<file path="src/rtl/ntg_pkg.sv">
`default_nettype none
package ntg_pkg;

    // Fixed field widths
    localparam int ID_W       = 8;
    localparam int ID_IDX_W   = $clog2(ID_W);
    localparam int DRAW_W     = 16;
    localparam int THR_W      = 17;
    localparam int SIDE_W     = 5;
    localparam int FLIT_W     = 11;
    localparam int LIMIT_W    = 32;
    localparam int PKT_W      = 32;
    localparam int MODE_W     = 3;
    localparam int CFG_IDX_W  = 3;
    localparam int CFG_DATA_W = 32;

    // Mesh geometry
    localparam int MAX_SIDE  = 16;
    localparam int NODE_BITS = 8;
    localparam int N_W       = ID_W + 1;
    localparam int NBITS_W   = $clog2(N_W) + 1;
    localparam int DIV_CNT_W = $clog2(ID_W);

    // Default sequence counter width
    localparam int COUNT_BITS = 32;

    localparam logic [ID_W-1:0] NODE_MASK =
        (NODE_BITS >= ID_W) ? {ID_W{1'b1}} : ID_W'((1 << NODE_BITS) - 1);

    // Destination pattern codes
    typedef enum logic [MODE_W-1:0] {
        PAT_UNIFORM    = 3'd0,
        PAT_TRANSPOSE1 = 3'd1,
        PAT_TRANSPOSE2 = 3'd2,
        PAT_BITREV     = 3'd3,
        PAT_SHUFFLE    = 3'd4,
        PAT_BUTTERFLY  = 3'd5,
        PAT_SELF_A     = 3'd6,
        PAT_SELF_B     = 3'd7
    } pattern_t;

    // Configuration register indexes
    typedef enum logic [CFG_IDX_W-1:0] {
        REG_MODE      = 3'd0,
        REG_THRESHOLD = 3'd1,
        REG_WIDTH     = 3'd2,
        REG_HEIGHT    = 3'd3,
        REG_FLITS     = 3'd4,
        REG_LIMIT     = 3'd5,
        REG_LIMIT_EN  = 3'd6,
        REG_GEN_EN    = 3'd7
    } cfg_reg_t;

    // Sequencer states
    typedef enum logic [1:0] {
        ST_IDLE,
        ST_SETUP,
        ST_DIVIDE,
        ST_MAP
    } state_t;

    typedef struct packed {
        logic              start;
        logic [ID_W-1:0]   dividend;
        logic [N_W-1:0]    divisor;
    } div_req_t;

    typedef struct packed {
        logic              done;
        logic              busy;
        logic [ID_W-1:0]   quotient;
        logic [N_W-1:0]    remainder;
    } div_rsp_t;

    typedef struct packed {
        logic [MODE_W-1:0]  mode;
        logic [SIDE_W-1:0]  width;
        logic [SIDE_W-1:0]  height;
        logic [NBITS_W-1:0] nbits;
    } dest_cfg_t;

    // Force a mesh side into 1..MAX_SIDE
    function automatic logic [SIDE_W-1:0] clamp_side(input logic [SIDE_W-1:0] s);
        logic [SIDE_W-1:0] r;
        r = s;
        if (s == '0) begin
            r = SIDE_W'(1);
        end
        else if (s > SIDE_W'(MAX_SIDE)) begin
            r = SIDE_W'(MAX_SIDE);
        end
        return r;
    endfunction

    // Smallest k with 2^k >= n
    function automatic logic [NBITS_W-1:0] ceil_log2(input logic [N_W-1:0] n);
        logic [NBITS_W-1:0] r;
        r = NBITS_W'(N_W - 1);
        for (int k = N_W - 2; k >= 0; k--) begin
            if ((N_W'(1) << k) >= n) begin
                r = NBITS_W'(k);
            end
        end
        return r;
    endfunction

endpackage
`default_nettype wire

</file>
<file path="src/rtl/ntg_divider.sv">
`default_nettype none
module ntg_divider (
    input  wire logic              clk,
    input  wire logic              rst_n,
    input  wire ntg_pkg::div_req_t req,
    output ntg_pkg::div_rsp_t      rsp
);

    localparam int DVD_W = ntg_pkg::ID_W;
    localparam int DVS_W = ntg_pkg::N_W;
    localparam int CNT_W = ntg_pkg::DIV_CNT_W;

    logic             busy_reg, busy_next;
    logic             done_reg, done_next;
    logic [CNT_W-1:0] cnt_reg, cnt_next;
    logic [DVD_W-1:0] dvd_reg, dvd_next;
    logic [DVS_W-1:0] rem_reg, rem_next;
    logic [DVS_W-1:0] dvs_reg, dvs_next;

    logic [DVS_W:0]   trial;
    logic [DVS_W:0]   diff;
    logic             fits;
    logic             last_step;

    // One restoring step: shift in the next dividend bit, try the subtract
    assign trial     = {rem_reg, dvd_reg[DVD_W-1]};
    assign diff      = trial - {1'b0, dvs_reg};
    assign fits      = (trial >= {1'b0, dvs_reg});
    assign last_step = (cnt_reg == CNT_W'(DVD_W - 1));

    always_comb
    begin
        busy_next = busy_reg;
        done_next = 1'b0;
        cnt_next  = cnt_reg;
        dvd_next  = dvd_reg;
        rem_next  = rem_reg;
        dvs_next  = dvs_reg;
        if (req.start && !busy_reg)
        begin
            busy_next = 1'b1;
            cnt_next  = '0;
            dvd_next  = req.dividend;
            rem_next  = '0;
            dvs_next  = req.divisor;
        end
        else if (busy_reg)
        begin
            rem_next = fits ? diff[DVS_W-1:0] : trial[DVS_W-1:0];
            dvd_next = {dvd_reg[DVD_W-2:0], fits};
            cnt_next = cnt_reg + 1'b1;
            if (last_step)
            begin
                busy_next = 1'b0;
                done_next = 1'b1;
            end
        end
    end

    // Hold control state under reset
    always_ff @(posedge clk or negedge rst_n)
    begin
        if (!rst_n)
        begin
            busy_reg <= 1'b0;
            done_reg <= 1'b0;
            cnt_reg  <= '0;
        end
        else
        begin
            busy_reg <= busy_next;
            done_reg <= done_next;
            cnt_reg  <= cnt_next;
        end
    end

    // Advance the datapath
    always_ff @(posedge clk)
    begin
        dvd_reg <= dvd_next;
        rem_reg <= rem_next;
        dvs_reg <= dvs_next;
    end

    assign rsp.done      = done_reg;
    assign rsp.busy      = busy_reg;
    assign rsp.quotient  = dvd_reg;
    assign rsp.remainder = rem_reg;

    // Checks
    a_no_restart: assert property (@(posedge clk) disable iff (!rst_n)
        req.start |-> !busy_reg)
        else $error("divider started while busy");

    a_done_after_last: assert property (@(posedge clk) disable iff (!rst_n)
        (busy_reg && last_step) |=> (done_reg && !busy_reg))
        else $error("divider did not finish after last step");

    a_done_idle: assert property (@(posedge clk) disable iff (!rst_n)
        done_reg |-> !busy_reg)
        else $error("divider done while still busy");

endmodule
`default_nettype wire

</file>
<file path="src/rtl/ntg_dest.sv">
`default_nettype none
module ntg_dest (
    input  wire ntg_pkg::dest_cfg_t              cfg,
    input  wire logic [ntg_pkg::ID_W-1:0]        id,
    input  wire logic [ntg_pkg::ID_W-1:0]        quot,
    input  wire logic [ntg_pkg::N_W-1:0]         remd,
    output logic [ntg_pkg::ID_W-1:0]             dest
);

    localparam int ID_W    = ntg_pkg::ID_W;
    localparam int SIDE_W  = ntg_pkg::SIDE_W;
    localparam int NBITS_W = ntg_pkg::NBITS_W;
    localparam int IX_W    = ntg_pkg::ID_IDX_W;
    localparam int PROD_W  = 2 * SIDE_W;

    logic [SIDE_W-1:0]  x, y, tx, ty;
    logic [PROD_W-1:0]  t1, t2;
    logic [NBITS_W-1:0] top_idx;
    logic [NBITS_W-1:0] rev_idx;
    logic [ID_W-1:0]    d;

    // Coordinates: remainder is x, quotient is y
    assign x       = remd[SIDE_W-1:0];
    assign y       = quot[SIDE_W-1:0];
    assign tx      = cfg.width - SIDE_W'(1) - x;
    assign ty      = cfg.height - SIDE_W'(1) - y;
    assign t1      = PROD_W'(tx) * PROD_W'(cfg.width) + PROD_W'(ty);
    assign t2      = PROD_W'(x) * PROD_W'(cfg.width) + PROD_W'(y);
    assign top_idx = cfg.nbits - NBITS_W'(1);

    // Select destination by pattern
    always_comb
    begin
        d       = id;
        rev_idx = '0;
        case (cfg.mode)
            ntg_pkg::PAT_UNIFORM:    d = remd[ID_W-1:0];
            ntg_pkg::PAT_TRANSPOSE1: d = t1[ID_W-1:0];
            ntg_pkg::PAT_TRANSPOSE2: d = t2[ID_W-1:0];
            ntg_pkg::PAT_BITREV:
            begin
                for (int i = 0; i < ID_W; i++)
                begin
                    if (NBITS_W'(i) < cfg.nbits)
                    begin
                        rev_idx = top_idx - NBITS_W'(i);
                        d[i]    = id[rev_idx[IX_W-1:0]];
                    end
                end
            end
            ntg_pkg::PAT_SHUFFLE:
            begin
                if (cfg.nbits != '0)
                begin
                    for (int i = 0; i < ID_W - 1; i++)
                    begin
                        if (NBITS_W'(i + 1) < cfg.nbits)
                        begin
                            d[i+1] = id[i];
                        end
                    end
                    d[0] = id[top_idx[IX_W-1:0]];
                end
            end
            ntg_pkg::PAT_BUTTERFLY:
            begin
                if (cfg.nbits != '0)
                begin
                    d[0]                 = id[top_idx[IX_W-1:0]];
                    d[top_idx[IX_W-1:0]] = id[0];
                end
            end
            default: d = id;
        endcase
    end

    assign dest = d & ntg_pkg::NODE_MASK;

endmodule
`default_nettype wire

</file>
<file path="src/rtl/noc_synthetic_traffic_generator.sv">
`default_nettype none
// Channel  | Direction | Handshake            | Payload
// ---------+-----------+----------------------+------------------------------------------
// in       | input     | in_valid / in_ready  | source_node, inject_draw, random_dest
// out      | output    | out_valid / out_ready| packet_number, from_node, to_node,
//          |           |                      | packet_flits
// cfg      | input     | cfg_we (no wait)     | cfg_index, cfg_data
//
// An injecting item keeps in_ready low through setup, eight shift-subtract steps
// of the shared divider (node by width, or random destination by node count), done, map.
// A miss passes only through setup before in_ready returns high for the next item.
// The output register lets a new item start while a packet waits; mapping stalls until
// that register frees. Reset clears the counter and stopped flag and reloads config defaults.
module noc_synthetic_traffic_generator #(
    parameter int COUNT_BITS = ntg_pkg::COUNT_BITS
) (
    input  wire logic                            clk,
    input  wire logic                            rst_n,
    input  wire logic                            in_valid,
    output logic                                 in_ready,
    input  wire logic [ntg_pkg::ID_W-1:0]        source_node,
    input  wire logic [ntg_pkg::DRAW_W-1:0]      inject_draw,
    input  wire logic [ntg_pkg::ID_W-1:0]        random_dest,
    output logic                                 out_valid,
    input  wire logic                            out_ready,
    output logic [ntg_pkg::PKT_W-1:0]            packet_number,
    output logic [ntg_pkg::ID_W-1:0]             from_node,
    output logic [ntg_pkg::ID_W-1:0]             to_node,
    output logic [ntg_pkg::FLIT_W-1:0]           packet_flits,
    input  wire logic                            cfg_we,
    input  wire logic [ntg_pkg::CFG_IDX_W-1:0]   cfg_index,
    input  wire logic [ntg_pkg::CFG_DATA_W-1:0]  cfg_data
);

    localparam int ID_W    = ntg_pkg::ID_W;
    localparam int SIDE_W  = ntg_pkg::SIDE_W;
    localparam int N_W     = ntg_pkg::N_W;
    localparam int NBITS_W = ntg_pkg::NBITS_W;
    localparam int LIMIT_W = ntg_pkg::LIMIT_W;
    localparam int PKT_W   = ntg_pkg::PKT_W;
    localparam int CMP_W   = (COUNT_BITS > LIMIT_W) ? COUNT_BITS : LIMIT_W;
    localparam int EXT_W   = (CMP_W > PKT_W) ? CMP_W : PKT_W;

    // Configuration registers
    logic [ntg_pkg::MODE_W-1:0]  cfg_mode_reg;
    logic [ntg_pkg::THR_W-1:0]   cfg_thr_reg;
    logic [SIDE_W-1:0]           cfg_width_reg;
    logic [SIDE_W-1:0]           cfg_height_reg;
    logic [ntg_pkg::FLIT_W-1:0]  cfg_flits_reg;
    logic [LIMIT_W-1:0]          cfg_limit_reg;
    logic                        cfg_limit_en_reg;
    logic                        cfg_gen_en_reg;

    ntg_pkg::state_t             state_reg, state_next;
    logic [COUNT_BITS-1:0]       seq_reg, seq_next;
    logic                        stopped_reg, stopped_next;
    logic                        out_valid_reg, out_valid_next;

    logic [ID_W-1:0]             src_reg, rnd_reg;
    logic [ntg_pkg::DRAW_W-1:0]  draw_reg;
    logic [SIDE_W-1:0]           w_reg, h_reg;
    logic [NBITS_W-1:0]          nbits_reg;

    logic [PKT_W-1:0]            pkt_num_reg;
    logic [ID_W-1:0]             from_reg, to_reg;
    logic [ntg_pkg::FLIT_W-1:0]  flits_reg;

    logic [SIDE_W-1:0]           w_c, h_c;
    logic [2*SIDE_W-1:0]         prod_c;
    logic [N_W-1:0]              n_c;
    logic [NBITS_W-1:0]          nbits_c;
    logic [COUNT_BITS-1:0]       seq_inc;
    logic [CMP_W-1:0]            lim_ext, seq_ext, inc_ext;
    logic [EXT_W-1:0]            seq_pkt;
    logic                        stop_pre, stop_post, hit;
    logic                        accept, load_out;

    ntg_pkg::div_req_t           div_req;
    ntg_pkg::div_rsp_t           div_rsp;
    ntg_pkg::dest_cfg_t          dcfg;
    logic [ID_W-1:0]             dest;

    assign accept   = in_valid && in_ready;
    assign in_ready = (state_reg == ntg_pkg::ST_IDLE);
    assign load_out = (state_reg == ntg_pkg::ST_MAP) && (!out_valid_reg || out_ready);

    // Mesh geometry from the configured sides
    assign w_c     = ntg_pkg::clamp_side(cfg_width_reg);
    assign h_c     = ntg_pkg::clamp_side(cfg_height_reg);
    assign prod_c  = (2*SIDE_W)'(w_c) * (2*SIDE_W)'(h_c);
    assign n_c     = prod_c[N_W-1:0];
    assign nbits_c = ntg_pkg::ceil_log2(n_c);

    // Packet limit tests before and after the count advances
    assign seq_inc   = seq_reg + COUNT_BITS'(1);
    assign lim_ext   = CMP_W'(cfg_limit_reg);
    assign seq_ext   = CMP_W'(seq_reg);
    assign inc_ext   = CMP_W'(seq_inc);
    assign seq_pkt   = EXT_W'(seq_reg);
    assign stop_pre  = stopped_reg || (cfg_limit_en_reg && (seq_ext >= lim_ext));
    assign stop_post = stopped_reg || (cfg_limit_en_reg && (inc_ext >= lim_ext));
    assign hit       = cfg_gen_en_reg && !stop_pre && ({1'b0, src_reg} < n_c) &&
                       ({1'b0, draw_reg} < cfg_thr_reg);

    // Divider request: uniform mode reduces the random destination by the node count
    always_comb
    begin
        div_req.start = (state_reg == ntg_pkg::ST_SETUP) && hit;
        if (cfg_mode_reg == ntg_pkg::PAT_UNIFORM)
        begin
            div_req.dividend = rnd_reg;
            div_req.divisor  = n_c;
        end
        else
        begin
            div_req.dividend = src_reg;
            div_req.divisor  = N_W'(w_c);
        end
    end

    ntg_divider u_div (
        .clk   (clk),
        .rst_n (rst_n),
        .req   (div_req),
        .rsp   (div_rsp)
    );

    assign dcfg.mode   = cfg_mode_reg;
    assign dcfg.width  = w_reg;
    assign dcfg.height = h_reg;
    assign dcfg.nbits  = nbits_reg;

    ntg_dest u_dest (
        .cfg  (dcfg),
        .id   (src_reg),
        .quot (div_rsp.quotient),
        .remd (div_rsp.remainder),
        .dest (dest)
    );

    // Sequencer
    always_comb
    begin
        state_next     = state_reg;
        seq_next       = seq_reg;
        stopped_next   = stopped_reg;
        out_valid_next = out_valid_reg;
        if (out_valid_reg && out_ready)
        begin
            out_valid_next = 1'b0;
        end
        case (state_reg)
            ntg_pkg::ST_IDLE:
            begin
                if (accept)
                begin
                    state_next = ntg_pkg::ST_SETUP;
                end
            end
            ntg_pkg::ST_SETUP:
            begin
                stopped_next = stop_pre;
                state_next   = hit ? ntg_pkg::ST_DIVIDE : ntg_pkg::ST_IDLE;
            end
            ntg_pkg::ST_DIVIDE:
            begin
                if (div_rsp.done)
                begin
                    state_next = ntg_pkg::ST_MAP;
                end
            end
            ntg_pkg::ST_MAP:
            begin
                if (load_out)
                begin
                    out_valid_next = 1'b1;
                    seq_next       = seq_inc;
                    stopped_next   = stop_post;
                    state_next     = ntg_pkg::ST_IDLE;
                end
            end
            default: state_next = ntg_pkg::ST_IDLE;
        endcase
    end

    // Hold state, counter and configuration under reset
    always_ff @(posedge clk or negedge rst_n)
    begin
        if (!rst_n)
        begin
            state_reg        <= ntg_pkg::ST_IDLE;
            seq_reg          <= '0;
            stopped_reg      <= 1'b0;
            out_valid_reg    <= 1'b0;
            cfg_mode_reg     <= '0;
            cfg_thr_reg      <= '0;
            cfg_width_reg    <= SIDE_W'(4);
            cfg_height_reg   <= SIDE_W'(4);
            cfg_flits_reg    <= ntg_pkg::FLIT_W'(5);
            cfg_limit_reg    <= '0;
            cfg_limit_en_reg <= 1'b0;
            cfg_gen_en_reg   <= 1'b1;
        end
        else
        begin
            state_reg     <= state_next;
            seq_reg       <= seq_next;
            stopped_reg   <= stopped_next;
            out_valid_reg <= out_valid_next;
            if (cfg_we)
            begin
                case (ntg_pkg::cfg_reg_t'(cfg_index))
                    ntg_pkg::REG_MODE:      cfg_mode_reg     <= cfg_data[ntg_pkg::MODE_W-1:0];
                    ntg_pkg::REG_THRESHOLD: cfg_thr_reg      <= cfg_data[ntg_pkg::THR_W-1:0];
                    ntg_pkg::REG_WIDTH:     cfg_width_reg    <= cfg_data[SIDE_W-1:0];
                    ntg_pkg::REG_HEIGHT:    cfg_height_reg   <= cfg_data[SIDE_W-1:0];
                    ntg_pkg::REG_FLITS:     cfg_flits_reg    <= cfg_data[ntg_pkg::FLIT_W-1:0];
                    ntg_pkg::REG_LIMIT:     cfg_limit_reg    <= cfg_data[LIMIT_W-1:0];
                    ntg_pkg::REG_LIMIT_EN:  cfg_limit_en_reg <= cfg_data[0];
                    ntg_pkg::REG_GEN_EN:    cfg_gen_en_reg   <= cfg_data[0];
                    default:                cfg_mode_reg     <= cfg_mode_reg;
                endcase
            end
        end
    end

    // Capture the item, the geometry and the packet
    always_ff @(posedge clk)
    begin
        if (accept)
        begin
            src_reg  <= source_node;
            draw_reg <= inject_draw;
            rnd_reg  <= random_dest;
        end
        if (state_reg == ntg_pkg::ST_SETUP)
        begin
            w_reg     <= w_c;
            h_reg     <= h_c;
            nbits_reg <= nbits_c;
        end
        if (load_out)
        begin
            pkt_num_reg <= seq_pkt[PKT_W-1:0];
            from_reg    <= src_reg;
            to_reg      <= dest;
            flits_reg   <= cfg_flits_reg;
        end
    end

    assign out_valid     = out_valid_reg;
    assign packet_number = pkt_num_reg;
    assign from_node     = from_reg;
    assign to_node       = to_reg;
    assign packet_flits  = flits_reg;

    // Checks
    a_count_on_load: assert property (@(posedge clk) disable iff (!rst_n)
        load_out |=> (seq_reg == $past(seq_inc)))
        else $error("sequence counter did not advance with a packet");

    a_stop_sticky: assert property (@(posedge clk) disable iff (!rst_n)
        stopped_reg |=> stopped_reg)
        else $error("stopped flag cleared");

    a_map_not_stopped: assert property (@(posedge clk) disable iff (!rst_n)
        (state_reg == ntg_pkg::ST_MAP) |-> !stopped_reg)
        else $error("packet mapped after generation stopped");

endmodule
`default_nettype wire

</file>
<file path="config.mk">
export PLATFORM = sky130hd
export DESIGN_NAME = noc_synthetic_traffic_generator
export DESIGN_NICKNAME = d
export VERILOG_FILES = /design/src/rtl/ntg_pkg.sv /design/src/rtl/ntg_divider.sv /design/src/rtl/ntg_dest.sv /design/src/rtl/noc_synthetic_traffic_generator.sv
export SDC_FILE = /design/constraint.sdc
export NUM_CORES = 1
export LEC_CHECK = 0
export ABC_AREA = 0
export ABC_CLOCK_PERIOD_IN_PS = 8500
export BUFFER_PORTS_ARGS = -buffer_cell sky130_fd_sc_hd__buf_2
export CAP_MARGIN = 20
export CORE_MARGIN = 5
export CORE_UTILIZATION = 55
export CTS_BUF_LIST = sky130_fd_sc_hd__clkbuf_2
export DETAILED_ROUTE_END_ITERATION = 10
export GPL_TIMING_DRIVEN = 0
export HOLD_SLACK_MARGIN = 0.12
export PLACE_DENSITY = 0.74
export RECOVER_POWER = 50
export SETUP_SLACK_MARGIN = 0.2
export SYNTH_ARGS = -nofsm -noshare
export SYNTH_HDL_FRONTEND = slang
export SYNTH_HIERARCHICAL = 1
export SYNTH_SLANG_ARGS = --single-unit
</file>
<file path="constraint.sdc">
create_clock -name clk -period 8.5 [get_ports clk]
set_clock_uncertainty 0.15 [all_clocks]
set_input_delay 2.125 -clock clk [delete_from_list [all_inputs] [get_ports clk]]
set_output_delay 2.125 -clock clk [all_outputs]
set_load 0.03 [all_outputs]
</file>
==> results.yml <==
critical_path:
  critPathSlowestCell: "clkbuf_1"
  startpoint_type: "register"
  startpoint: "cfg_width_reg[2]$_DFFE_PN1P_"
  cp.required_ns: 8.89
  reg2reg_depth: 23
  crit_end: "u_div/dvd_reg[4]$_DFFE_PP_"
  cp-end-kind: "register"
  rrSetupSlack_ns: 1.03
  critical_path_class: "reg -> reg"
  path_max_fanout: 17
  rr_startpoint: "cfg_width_reg[2]$_DFFE_PN1P_"
  rr_endpoint: "u_div/dvd_reg[4]$_DFFE_PP_"
  arrival_ns: 7.86
  slowest_delay_ns: 0.76
  path_cells: "nor3_1 -> o21ai_0 -> inv_1 -> nand2_1 -> fa_1 -> fa_1 -> fa_1 -> inv_1 -> ha_1 -> a21o_1 -> a21oi_1 -> xnor2_1 -> inv_1 -> ha_1 -> nand4_1 -> or3_1 -> a21oi_1 -> o32ai_1 -> a21oi_1 -> nor3_1 -> nor2b_1 -> clkbuf_1 -> mux2_2"
outcome:
  status: "finished, violations left"
  violations: "capacitance limit, slew limit"
yosys:
  syn-cell-area_um2: 15900
  yosysWarnings: 6
  synth.avg_cell_area_um2: 10.9
  syn_inst: 1453
floorplan:
  rows: 62
  ios: 133
  start_util_pct: 55.4
  die_h_um: 180
  die_width_um: 180
  core-area_um2: 28600
  die_area_um2: 32300
sta:
  holdWs_ns: 0.303
  rsz0062_at_grt: "no"
  finalSetupTns_ns: 0
  max_freq_mhz: 134
  slew_headroom_pct: -172
  setup_viol: 0
  hold_violations: 0
  fin_crit_sh_pct: 87.9
  fin_ws_ns: 1.03
  period_minus_slack_ns: 7.47
  tightest_slew_ns: 4.08
  drv_slew: 169
clock_tree:
  cts_buffers: 67
  cts_tree: "done"
  clk_latency_ns: 0.86
  ctsHoldBuffers: 0
  cts_sinks: 247
  postCtsSetupBuffers: 0
  clkTransAtPathRegs_ns: 0.10
  h-tree-depth: 3
  clockBufferDepth: 3
  cts_resized: 0
  root_buffer: "clkbuf_2"
route:
  via_per_inst: 5.58
  routedWlPerCell_um: 17.8
  final_antenna_net_count: 0
  routed_wl_mm: 37.2
  first_pass_iters: 5
  drcViolationCount: 0
  vias: 11700
  drtIter0Drc: 694
power_and_ir_drop:
  power_frac_seq_pct: 26.8
  pwr-share-comb_pct: 60.6
  p_clk_share_pct: 12.6
  ir_worst_vdd_v: 0.000438
  switching_share_pct: 44.4
  p_int_mw: 3.74
  p_switching_mw: 2.99
  leakage_nw: 8.39
  power_density_nw_per_um2: 381
  power.total_mw: 6.73
cells_and_area:
  area_delta_synth_final_pct: 11.3
  final_nets: 1928
  design_area_um2: 17700
  drive_gt1_share_pct: 21.2
placement:
  place_area_um2: 17100
  pre_cts_slack_ns: 1.23
  place_congestion: 0.916
  hpwl_mm: 28.2
  portBuffers: 131
global_route:
  grt_usage_pct: 22.8
  grt_pass1_wl_mm: 60.6
  grt_max_degree: 87
  overflow: 0
  grt_pass1_vias: 12000
  antenna_found_initial: 3
min_path:
  min_path_type: "reg -> reg"
  min_from: "cfg_flits_reg[6]$_DFFE_PN0P_"
job:
  maxCapViolations: 4
-- critical path, delay by kind of cell, from the launching register on --
family / cells / cell delay, ns
xor+xnor: 1 / 0.29
mux: 1 / 0.42
buf+inv: 4 / 1.12
compound gates: 6 / 1.57
fa+ha+maj: 5 / 2.16
flops: 1 / 0.55
simple gates: 6 / 0.91
-- routing by layer --
| metal | up-vias | part of all wire, % | global-route usage, % |
|---|---|---|---|
| met5 | - | 0 | 0 |
| met3 | 72 | 6.7 | 5.21 |
| li1 | 5594 | - | - |
| met2 | 368 | 48 | 37.7 |
| met4 | 0 | 2.4 | 8.08 |
| met1 | 5654 | 43 | 29.7 |
-- how the worst min path moves through the flow --
stage                     slack, ns  cells past startpoint                         end
after CTS                      0.31                      0   packet_flits[6]$_DFFE_PP_
after global routing           0.32                      0   packet_flits[6]$_DFFE_PP_
after floorplan                0.27                      0  packet_flits[10]$_DFFE_PP_
after global placement         0.28                      0   packet_flits[7]$_DFFE_PP_
after detailed placement       0.29                      0   packet_flits[7]$_DFFE_PP_
final                          0.30                      0   packet_flits[6]$_DFFE_PP_
-- metrics by stage --
stage               std cells  utilization [%]
finish                   2096             61.7
global route             2096             61.7
CTS                      2093             61.8
detailed placement       1975             59.7
global placement         1973             59.5
floorplan                1458                -
-- power groups by stage --
stage	logic [mW]	clock network (mW)	registers (mW)
4_1_cts	4.10	0.884	1.80
5_1_grt	4.54	0.951	1.83
6_report	4.08	0.848	1.80
3_3_place_gp	3.96	0	1.82
2_1_floorplan	3.09	0	1.79
3_5_place_dp	4.07	0	1.82
-- layout by cell type, fill, tap and decap left out, types with 8 or more instances in the layout --
master	count
ha_1	159
nand2_1	148
inv_1	134
buf_2	134
edfxtp_1	122
dfrtp_1	111
clkbuf_2	104
nor2_1	76
mux2_2	69
a21oi_1	56
o21ai_0	53
xnor2_1	48
xor2_1	46
fa_1	37
nand3_1	31
clkbuf_1	31
a21o_1	30
and2_1	26
nor3_1	24
mux2i_1	22
nand2b_1	14
nor2b_1	12
nand4_1	10
clkinv_1	9
dfxtp_1	9
o21a_1	8
a211oi_1	8
mux4_2	8
-- final cells by class --
class                           count  area (um2)
Fill cell                        2429       11000
Timing Repair Buffer              133         681
Clock buffer                      103         515
Tap cell                          384         480
Buffer                             43         209
Clock inverter                     15        96.3
Inverter                          137         514
Antenna cell                        3        7.51
Sequential cell                   247        6750
Multi-Input combinational cell   1031        8410
Note: power is estimated with default switching activity, not from simulation.
